**src/rtl/ffsa_pkg.sv**
```systemverilog
// Shared types and constants for the first-fit segment allocator.
// Used by ffsa_seg_ram and first_fit_segment_allocator_top; no dependencies.
`default_nettype none
package ffsa_pkg;

  localparam int MaxSegments = 64;
  localparam int PoolUnits   = 4096;
  localparam int OffW        = 12;
  localparam int LenW        = 13;

  // One table entry: free flag, length, start offset
  typedef struct packed {
    logic            fr;
    logic [LenW-1:0] len;
    logic [OffW-1:0] st;
  } seg_t;

  typedef enum logic [2:0] {
    StOk       = 3'd0,
    StZero     = 3'd1,
    StNoFit    = 3'd2,
    StFull     = 3'd3,
    StNotAlloc = 3'd4
  } status_e;

  typedef enum logic {
    OpAlloc = 1'b0,
    OpFree  = 1'b1
  } opcode_e;

  typedef enum logic [3:0] {
    S_IDLE,
    S_SCAN,
    S_NEXT,
    S_UPSH,
    S_WSPLIT,
    S_WBUSY,
    S_MERGE,
    S_DNSH,
    S_RESP
  } state_e;

endpackage
`default_nettype wire

```
**src/rtl/ffsa_seg_ram.sv**
```systemverilog
// Segment table storage: one write port, one read port, registered read data.
// Depends on ffsa_pkg for the entry type.
`default_nettype none
module ffsa_seg_ram #(
  parameter int MAX_SEGMENTS = ffsa_pkg::MaxSegments,
  localparam int IW = $clog2(MAX_SEGMENTS)
) (
  input  wire              clk_i,
  input  wire              we_i,
  input  wire [IW-1:0]     waddr_i,
  input  ffsa_pkg::seg_t   wdata_i,
  input  wire [IW-1:0]     raddr_i,
  output ffsa_pkg::seg_t   rdata_o
);

  ffsa_pkg::seg_t mem [MAX_SEGMENTS];

  // write port
  always_ff @(posedge clk_i) begin
    if (we_i) begin
      mem[waddr_i] <= wdata_i;
    end
  end

  // read port, registered read data
  always_ff @(posedge clk_i) begin
    rdata_o <= mem[raddr_i];
  end

endmodule
`default_nettype wire

```
**src/rtl/first_fit_segment_allocator_top.sv**
```systemverilog
// First-fit segment allocator, top level: sequencer, output register.
// Depends on ffsa_pkg and ffsa_seg_ram.
`default_nettype none
// The pool is kept as an address-ordered segment table in one synchronous
// RAM. An item (tuser = opcode) is taken only while the sequencer is idle,
// and one result item follows for each. Allocate scans the table one entry
// a cycle until the first fitting free segment, then on a split moves the
// tail up one entry a cycle; free scans for the busy segment, reads its
// successor, writes the merged entry and moves the tail down one entry a
// cycle. After reset and after each pool_size write the block loads entry
// zero before it accepts.
module first_fit_segment_allocator_top #(
  parameter int MAX_SEGMENTS = ffsa_pkg::MaxSegments
) (
  input  wire         clk_i,
  input  wire         rst_ni,
  input  wire         cfg_we_i,
  input  wire  [12:0] cfg_wdata_i,       // pool_size
  input  wire         s_axis_tvalid_i,
  output logic        s_axis_tready_o,
  input  wire  [31:0] s_axis_tdata_i,    // [12:0] request_size, [24:13] free_offset
  input  wire         s_axis_tuser_i,    // opcode
  output logic        m_axis_tvalid_o,
  input  wire         m_axis_tready_i,
  output logic [15:0] m_axis_tdata_o     // [2:0] status, [14:3] block_offset
);

  localparam int POOL_UNITS = ffsa_pkg::PoolUnits;
  localparam int IW   = $clog2(MAX_SEGMENTS);
  localparam int CW   = $clog2(MAX_SEGMENTS + 1);
  localparam int OffW = ffsa_pkg::OffW;
  localparam int LenW = ffsa_pkg::LenW;

  ffsa_pkg::state_e state_q, state_d;
  logic [LenW-1:0] pool_q;
  logic            init_q, init_d;
  logic [CW-1:0]   cnt_q, cnt_d;
  logic            op_q, op_d;
  logic [LenW-1:0] size_q, size_d;
  logic [OffW-1:0] off_q, off_d;
  logic [IW-1:0]   di_q, di_d;
  logic [IW-1:0]   hit_q, hit_d;
  ffsa_pkg::seg_t  ent_q, ent_d, prev_q, wd_q, wd_d;
  logic [IW-1:0]   wa_q, wa_d;
  logic [1:0]      dd_q, dd_d;
  logic [CW-1:0]   kq_q, kq_d;
  logic [IW-1:0]   wk_q, wk_d;
  logic            wv_q, wv_d;
  logic [2:0]      st_q, st_d;
  logic [OffW-1:0] boff_q, boff_d;
  logic            ov_q;
  logic [15:0]     od_q;

  logic            we;
  logic [IW-1:0]   waddr, raddr;
  ffsa_pkg::seg_t  wdata, rd;
  logic [LenW-1:0] units;
  logic [CW-1:0]   di_c, hit_c;
  logic            in_acc, resp_go;

  ffsa_seg_ram #(.MAX_SEGMENTS(MAX_SEGMENTS)) u_ram (
    .clk_i  (clk_i),
    .we_i   (we),
    .waddr_i(waddr),
    .wdata_i(wdata),
    .raddr_i(raddr),
    .rdata_o(rd)
  );

  // clamp the configured pool size into range
  always_comb begin
    if (pool_q == '0) begin
      units = LenW'(1);
    end else if (int'(pool_q) > POOL_UNITS) begin
      units = LenW'(POOL_UNITS);
    end else begin
      units = pool_q;
    end
  end

  assign di_c            = CW'(di_q);
  assign hit_c           = CW'(hit_q);
  assign s_axis_tready_o = (state_q == ffsa_pkg::S_IDLE) && !init_q;
  assign in_acc          = s_axis_tvalid_i && s_axis_tready_o;
  assign resp_go         = (state_q == ffsa_pkg::S_RESP) && (!ov_q || m_axis_tready_i);

  // sequencer
  always_comb begin
    state_d = state_q;
    init_d  = init_q;
    cnt_d   = cnt_q;
    op_d    = op_q;
    size_d  = size_q;
    off_d   = off_q;
    di_d    = di_q;
    hit_d   = hit_q;
    ent_d   = ent_q;
    wd_d    = wd_q;
    wa_d    = wa_q;
    dd_d    = dd_q;
    kq_d    = kq_q;
    wk_d    = wk_q;
    wv_d    = 1'b0;
    st_d    = st_q;
    boff_d  = boff_q;
    we      = 1'b0;
    waddr   = '0;
    wdata   = '0;
    raddr   = '0;
    case (state_q)
      ffsa_pkg::S_IDLE: begin
        if (init_q) begin
          // load entry zero with the whole pool
          we     = 1'b1;
          wdata  = '{fr: 1'b1, len: units, st: '0};
          init_d = 1'b0;
          cnt_d  = CW'(1);
        end else if (in_acc) begin
          op_d   = s_axis_tuser_i;
          size_d = s_axis_tdata_i[12:0];
          off_d  = s_axis_tdata_i[24:13];
          st_d   = ffsa_pkg::StOk;
          boff_d = '0;
          di_d   = '0;
          raddr  = '0;
          if (s_axis_tuser_i == ffsa_pkg::OpAlloc && s_axis_tdata_i[12:0] == '0) begin
            st_d    = ffsa_pkg::StZero;
            state_d = ffsa_pkg::S_RESP;
          end else begin
            state_d = ffsa_pkg::S_SCAN;
          end
        end
      end
      ffsa_pkg::S_SCAN: begin
        // rd holds entry di_q; fetch the following one
        raddr = di_q + IW'(1);
        di_d  = di_q + IW'(1);
        hit_d = di_q;
        ent_d = rd;
        if (op_q == ffsa_pkg::OpAlloc) begin
          if (rd.fr && rd.len >= size_q) begin
            if (rd.len == size_q) begin
              state_d = ffsa_pkg::S_WBUSY;
            end else if (cnt_q == CW'(MAX_SEGMENTS)) begin
              st_d    = ffsa_pkg::StFull;
              state_d = ffsa_pkg::S_RESP;
            end else begin
              kq_d    = cnt_q;
              state_d = ffsa_pkg::S_UPSH;
            end
          end else if (di_c == cnt_q - CW'(1)) begin
            st_d    = ffsa_pkg::StNoFit;
            state_d = ffsa_pkg::S_RESP;
          end
        end else begin
          if (!rd.fr && rd.st == off_q) begin
            state_d = ffsa_pkg::S_NEXT;
          end else if (di_c == cnt_q - CW'(1)) begin
            st_d    = ffsa_pkg::StNotAlloc;
            state_d = ffsa_pkg::S_RESP;
          end
        end
      end
      ffsa_pkg::S_NEXT: begin
        // rd holds the successor; pick the merge case
        if ((hit_q != '0) && prev_q.fr) begin
          wa_d = hit_q - IW'(1);
          wd_d = '{fr: 1'b1, len: prev_q.len + ent_q.len, st: prev_q.st};
          kq_d = hit_c;
          dd_d = 2'd1;
          if ((hit_c + CW'(1) < cnt_q) && rd.fr) begin
            wd_d.len = prev_q.len + ent_q.len + rd.len;
            dd_d     = 2'd2;
          end
        end else begin
          wa_d = hit_q;
          wd_d = '{fr: 1'b1, len: ent_q.len, st: ent_q.st};
          kq_d = hit_c + CW'(1);
          dd_d = 2'd0;
          if ((hit_c + CW'(1) < cnt_q) && rd.fr) begin
            wd_d.len = ent_q.len + rd.len;
            dd_d     = 2'd1;
          end
        end
        state_d = ffsa_pkg::S_MERGE;
      end
      ffsa_pkg::S_MERGE: begin
        we    = 1'b1;
        waddr = wa_q;
        wdata = wd_q;
        // kq becomes the source pointer, wk the destination
        wk_d  = kq_q[IW-1:0];
        kq_d  = kq_q + CW'(dd_q);
        state_d = (dd_q == 2'd0) ? ffsa_pkg::S_RESP : ffsa_pkg::S_DNSH;
      end
      ffsa_pkg::S_DNSH: begin
        // move the tail down by dd_q entries
        if (wv_q) begin
          we    = 1'b1;
          waddr = wk_q;
          wdata = rd;
          wk_d  = wk_q + IW'(1);
        end
        if (kq_q < cnt_q) begin
          raddr = kq_q[IW-1:0];
          kq_d  = kq_q + CW'(1);
          wv_d  = 1'b1;
        end else begin
          cnt_d   = cnt_q - CW'(dd_q);
          state_d = ffsa_pkg::S_RESP;
        end
      end
      ffsa_pkg::S_UPSH: begin
        // move the tail up by one entry, top first
        if (wv_q) begin
          we    = 1'b1;
          waddr = wk_q;
          wdata = rd;
        end
        if (kq_q > hit_c + CW'(1)) begin
          raddr = IW'(kq_q - CW'(1));
          wk_d  = kq_q[IW-1:0];
          kq_d  = kq_q - CW'(1);
          wv_d  = 1'b1;
        end else begin
          state_d = ffsa_pkg::S_WSPLIT;
        end
      end
      ffsa_pkg::S_WSPLIT: begin
        we    = 1'b1;
        waddr = hit_q + IW'(1);
        wdata = '{fr: 1'b1, len: ent_q.len - size_q, st: ent_q.st + size_q[OffW-1:0]};
        cnt_d = cnt_q + CW'(1);
        state_d = ffsa_pkg::S_WBUSY;
      end
      ffsa_pkg::S_WBUSY: begin
        we     = 1'b1;
        waddr  = hit_q;
        wdata  = '{fr: 1'b0, len: size_q, st: ent_q.st};
        boff_d = ent_q.st;
        state_d = ffsa_pkg::S_RESP;
      end
      ffsa_pkg::S_RESP: begin
        if (resp_go) begin
          state_d = ffsa_pkg::S_IDLE;
        end
      end
      default: begin
        state_d = ffsa_pkg::S_IDLE;
      end
    endcase
  end

  // control registers
  always_ff @(posedge clk_i or negedge rst_ni) begin
    if (!rst_ni) begin
      state_q <= ffsa_pkg::S_IDLE;
      init_q  <= 1'b1;
      pool_q  <= LenW'(4096);
      cnt_q   <= CW'(1);
      wv_q    <= 1'b0;
      ov_q    <= 1'b0;
    end else begin
      state_q <= state_d;
      cnt_q   <= cnt_d;
      wv_q    <= wv_d;
      if (cfg_we_i) begin
        pool_q <= cfg_wdata_i;
        init_q <= 1'b1;
      end else begin
        init_q <= init_d;
      end
      if (resp_go) begin
        ov_q <= 1'b1;
      end else if (m_axis_tready_i) begin
        ov_q <= 1'b0;
      end
    end
  end

  // datapath registers
  always_ff @(posedge clk_i) begin
    op_q   <= op_d;
    size_q <= size_d;
    off_q  <= off_d;
    di_q   <= di_d;
    hit_q  <= hit_d;
    ent_q  <= ent_d;
    // during the scan ent_q holds the entry before the one on rd
    if (state_q == ffsa_pkg::S_SCAN) begin
      prev_q <= ent_q;
    end
    wd_q   <= wd_d;
    wa_q   <= wa_d;
    dd_q   <= dd_d;
    kq_q   <= kq_d;
    wk_q   <= wk_d;
    st_q   <= st_d;
    boff_q <= boff_d;
    // boff_q stays zero unless an allocate succeeds
    if (resp_go) begin
      od_q <= {1'b0, boff_q, st_q};
    end
  end

  assign m_axis_tvalid_o = ov_q;
  assign m_axis_tdata_o  = od_q;

`ifndef NO_ASSERTIONS
  // the table never empties nor overflows
  a_cnt_range: assert property (@(posedge clk_i) disable iff (!rst_ni)
    (cnt_q != '0) && (cnt_q <= CW'(MAX_SEGMENTS)))
    else $error("segment count out of range");

  // an accepted item always starts work
  a_acc_busy: assert property (@(posedge clk_i) disable iff (!rst_ni)
    in_acc |=> (state_q != ffsa_pkg::S_IDLE))
    else $error("accepted item left sequencer idle");

  // scanning never modifies the table
  a_scan_ro: assert property (@(posedge clk_i) disable iff (!rst_ni)
    (state_q == ffsa_pkg::S_SCAN || state_q == ffsa_pkg::S_NEXT) |-> !we)
    else $error("table write during scan");

  // a result is only loaded while the output slot can take it
  a_out_slot: assert property (@(posedge clk_i) disable iff (!rst_ni)
    (ov_q && !m_axis_tready_i) |-> !resp_go)
    else $error("result overwrote a pending item");
`endif

endmodule
`default_nettype wire
```
**config.mk**
```make
export PLATFORM = sky130hd
export DESIGN_NAME = first_fit_segment_allocator_top
export DESIGN_NICKNAME = d
export VERILOG_FILES = /design/src/rtl/ffsa_pkg.sv /design/src/rtl/ffsa_seg_ram.sv /design/src/rtl/first_fit_segment_allocator_top.sv
export SDC_FILE = /design/constraint.sdc
export NUM_CORES = 2
export LEC_CHECK = 0
export ABC_AREA = 1
export BUFFER_PORTS_ARGS = -buffer_cell sky130_fd_sc_hd__clkbuf_2
export CAP_MARGIN = 40
export CORE_MARGIN = 2
export CORE_UTILIZATION = 45
export DETAILED_ROUTE_END_ITERATION = 7
export PLACE_DENSITY_LB_ADDON = 0.08
export REMOVE_ABC_BUFFERS = 1
export SETUP_SLACK_MARGIN = 0.3
export SLEW_MARGIN = 5
export SYNTH_ARGS = -nofsm -noshare
export SYNTH_HDL_FRONTEND = slang
export SYNTH_SLANG_ARGS = --single-unit
```
**constraint.sdc**
```tcl
create_clock -name clk_i -period 10.35 [get_ports clk_i]
set_input_delay 1.035 -clock clk_i [delete_from_list [all_inputs] [get_ports clk_i]]
set_output_delay 1.035 -clock clk_i [all_outputs]
set_load 0.01 [all_outputs]
```
==> impl_metrics.json <==
{
  "fin_crit_ns": 6.06,
  "synth_area_um2": 88100,
  "die-area_um2": 199000,
  "drt-initial-drc-count": 6851,
  "path_clk_slew_ns": 0.06,
  "drv_cap": 0,
  "rsz0062_at_grt": "no",
  "crit_chain": "ha_1 -> nand3_1 -> nor2_1 -> inv_1 -> nor2_1 -> inv_1 -> ha_1 -> nand2_1 -> nor2_1 -> nand4_1 -> nand3_4 -> buf_4 -> buf_4 -> buf_4 -> nand4_1 -> nand3_1 -> nand3_1 -> nand3_1 -> nand3_1 -> nand3_1 -> nand2_1",
  "grt_start_max_net_pins": 193,
  "p_seq_share_pct": 35.5,
  "cts.path.max_buffers": 3,
  "r2r_start": "hit_q[1]",
  "num_rows": 162,
  "final_layout_size_suffix_gt1_share_pct": 7.33,
  "period_share_pct": 58.5,
  "grt_pass1_vias": 59100,
  "cts_repair_resize_count": 0,
  "fin_util_pct": 50.5,
  "p_leak_nw": 40.7,
  "crit_type": "flip-flop to flip-flop",
  "outcome": "complete, no violations",
  "synth_cell_type_count": 51,
  "end_kind": "flip-flop",
  "syn_to_final_growth_pct": 11.6,
  "via_per_inst": 5.61,
  "critPathTopFamily": "simple AND/OR/NAND/NOR gates",
  "fp.coreArea_um2": 195000,
  "hold_violations": 0,
  "p_per_area_nw_per_um2": 288,
  "antenna_found_initial": 2,
  "ctsHoldBuffers": 0,
  "die_x_um": 446,
  "grt_pass1_wl_mm": 403,
  "fin_nets": 8709,
  "wl_per_cell_um": 24.4,
  "finalSetupViolCount": 0,
  "clock-sinks": 1883,
  "numCtsBuffers": 205,
  "cpPeakStageDelay_ns": 0.78,
  "ys_seq_area_share_pct": 63.7,
  "synth_flop_cell": "edfxtp_1",
  "fin_area_um2": 98300,
  "switching_share_pct": 41.3,
  "gp_congestion": 0.843,
  "cts_tree": "yes",
  "fmax_mhz": 165,
  "wirelength_mm": 276,
  "crit_buf_inv": 5,
  "worstSetupStartpoint": "hit_q[1]",
  "placed_cell_area_um2": 92000,
  "ys_warn_count": 0,
  "drc": 0,
  "initial_utilization_pct": 45.2,
  "critPathMostFrequentCell": "nand3_1",
  "dr.pass1.iters": 6,
  "via_count": 63600,
  "cp_data_arrival_time_ns": 6.79,
  "die_y_um": 446,
  "finalMaxSlewViolations": 0,
  "clkLatencyLatePin_ns": 0.85,
  "htreeDepth": 4,
  "p_comb_share_pct": 40.0,
  "synth_seq_cells": 1883,
  "cpMaxStageDelayCell": "buf_4",
  "r2r_slack_ns": 4.29,
  "crit_fanout": 66,
  "grt-ovfl-total": 0,
  "postRouteAntennaNets": 0,
  "p_sw_mw": 11.7,
  "root_buffer": "clkbuf_16",
  "numPortBuffers": 60,
  "critPathLaunchType": "flip-flop",
  "fin_skew_ns": 0.0309,
  "rr_worst_depth": 21,
  "fin_setup_tns_ns": 0,
  "critPathRequiredTime_ns": 11.08,
  "peakVddDrop_uv": 255,
  "dp_hpwl_mm": 151,
  "p_clk_share_pct": 24.6,
  "internal_power_mw": 16.6,
  "syn_avg_cell_area_um2": 10.2,
  "synth_edf_count": 1830,
  "io-pin-count": 69,
  "synthArstFlopShare_pct": 1.43,
  "track_usage_pct": 27.4,
  "max_slew.worst_pin.slew_ns": 1.14,
  "postCtsSetupBuffers": 0,
  "slew_headroom_pct": 24.2,
  "hp-class": "input pin to asynchronous set/reset pin",
  "r2r-end": "u_ram.rdata_o[1]",
  "syn_inst": 8645
}
## worst reg2reg max path, delay by kind of cell, from the launching register on
kind / cells / cell delay (ns)
adders and majority gates: 2 / 0.53
buffers and inverters: 5 / 2.44
DFF: 1 / 0.49
and+or+nand+nor: 14 / 2.48
## area by class of cell
class,instances,area [µm²]
Tap cell,2624,3280
Clock inverter,108,734
Fill cell,17400,96400
Clock buffer,268,5550
Timing Repair Buffer,244,2290
Inverter,1808,6810
Antenna cell,7,17.5
Sequential cell,1883,56200
Multi-Input combinational cell,4402,23500
## synth_stat cells, drive strengths merged (2+ instances only)
| cell | instances | share of area [%] |
|---|---|---|
| nand4 | 799 | 5.7 |
| inv | 1806 | 7.7 |
| dfstp | 3 | 0.089 |
| a221oi | 17 | 0.17 |
| a22oi | 5 | 0.043 |
| and3 | 2 | 0.014 |
| edfxtp | 1830 | 62 |
| xnor2 | 15 | 0.15 |
| o22ai | 14 | 0.099 |
| a22o | 4 | 0.040 |
| or2 | 6 | 0.043 |
| o2111ai | 17 | 0.17 |
| clkinv | 2 | 0.0085 |
| xor2 | 51 | 0.51 |
| dfxtp | 26 | 0.59 |
| o21bai | 3 | 0.026 |
| nand3b | 3 | 0.026 |
| o21ai | 91 | 0.52 |
| fa | 7 | 0.16 |
| dfrtp | 24 | 0.68 |
| a21oi | 103 | 0.59 |
| ha | 107 | 1.5 |
| a211oi | 2 | 0.017 |
| nand2 | 1199 | 5.1 |
| nor2 | 245 | 1.1 |
| a2111o | 2 | 0.026 |
| o221ai | 8 | 0.080 |
| nor4 | 10 | 0.071 |
| clkbuf | 298 | 1.3 |
| buf | 254 | 1.4 |
| o311ai | 2 | 0.020 |
| o211ai | 40 | 0.35 |
| a31oi | 11 | 0.078 |
| a21o | 4 | 0.034 |
| nor3 | 13 | 0.080 |
| nand3 | 1617 | 9.2 |
## power groups by stage
stage          Clock [mW]  Combinational, mW  Sequential, mW
2_1_floorplan           0               8.66            9.99
5_1_grt              7.35               12.3            10.1
4_1_cts              7.06               11.3            10.0
3_5_place_dp            0               11.2            10.2
6_report             6.95               11.3            10.0
3_3_place_gp            0               11.0            10.2
## sequential cells by signal, summed over array words and instances (netlist names), 3 cells and up
name	cells
pool_q	13
u_ram.mem	1664
wk_q	6
hit_q	6
wd_q	25
di_q	6
ent_q	26
u_ram.rdata_o	26
boff_q	12
state_q	4
size_q	13
kq_q	7
wa_q	6
off_q	12
cnt_q	7
prev_q	26
st_q	3
m_axis_tdata_o	15
## routing by layer
layer	GRT usage [%]	vias to the layer above	wire length, µm
met5	0	-	0
met4	9.41	0	9270
met3	3.72	394	20100
met2	42.9	2503	126000
met1	39.4	31300	121000
li1	-	29400	-
## stage by stage
stage               total power, mW  hold slack, ns  std cells  setup WS (ns)
finish                         28.3           0.243      11300           4.29
global route                   29.8           0.274      11300           3.94
CTS                            28.3           0.225      11300           4.37
detailed placement             21.4           0.405      11000           4.41
global placement               21.2           0.401      10900           4.37
floorplan                      18.6           0.400       8093         -26.71
## cell families after synthesis
kind of cell	Yosys count	synth area share, %
AND/OR/NAND/NOR	3895	21.3
buffers and inverters	2360	10.3
adder cells (fa/ha/maj)	114	1.68
XOR/XNOR	66	0.656
flip-flops	1883	63.7
other	1	0.00426
AO/OA/AOI/OAI	326	2.28
## worst max path at each step
stage,slack [ns],depth (start not counted),to
5_1_grt,3.94,22,u_ram.rdata_o[20]
2_1_floorplan,-26.71,14,u_ram.rdata_o[16]
3_5_place_dp,4.41,21,u_ram.rdata_o[1]
3_3_place_gp,4.37,22,u_ram.rdata_o[20]
6_report,4.29,21,u_ram.rdata_o[1]
4_1_cts,4.37,22,u_ram.rdata_o[20]
## cell usage in the layout, fill, tap and decap left out, types with 14 or more instances in the layout
cell type / count
clkinv_2: 34
nor2_4: 50
inv_1: 1797
clkinv_1: 55
a221oi_1: 17
buf_4: 139
nor2_1: 173
nor2_2: 22
dfxtp_1: 26
xnor2_1: 15
o22ai_1: 14
a21oi_1: 103
clkbuf_1: 48
ha_1: 107
buf_12: 26
clkbuf_16: 208
dfrtp_1: 24
nand2_1: 1193
clkbuf_2: 60
o211ai_1: 39
xor2_1: 51
o2111ai_1: 16
o21ai_0: 87
edfxtp_1: 1830
nand4_1: 798
nand3_1: 1611
(Power assumes the default switching activity.)
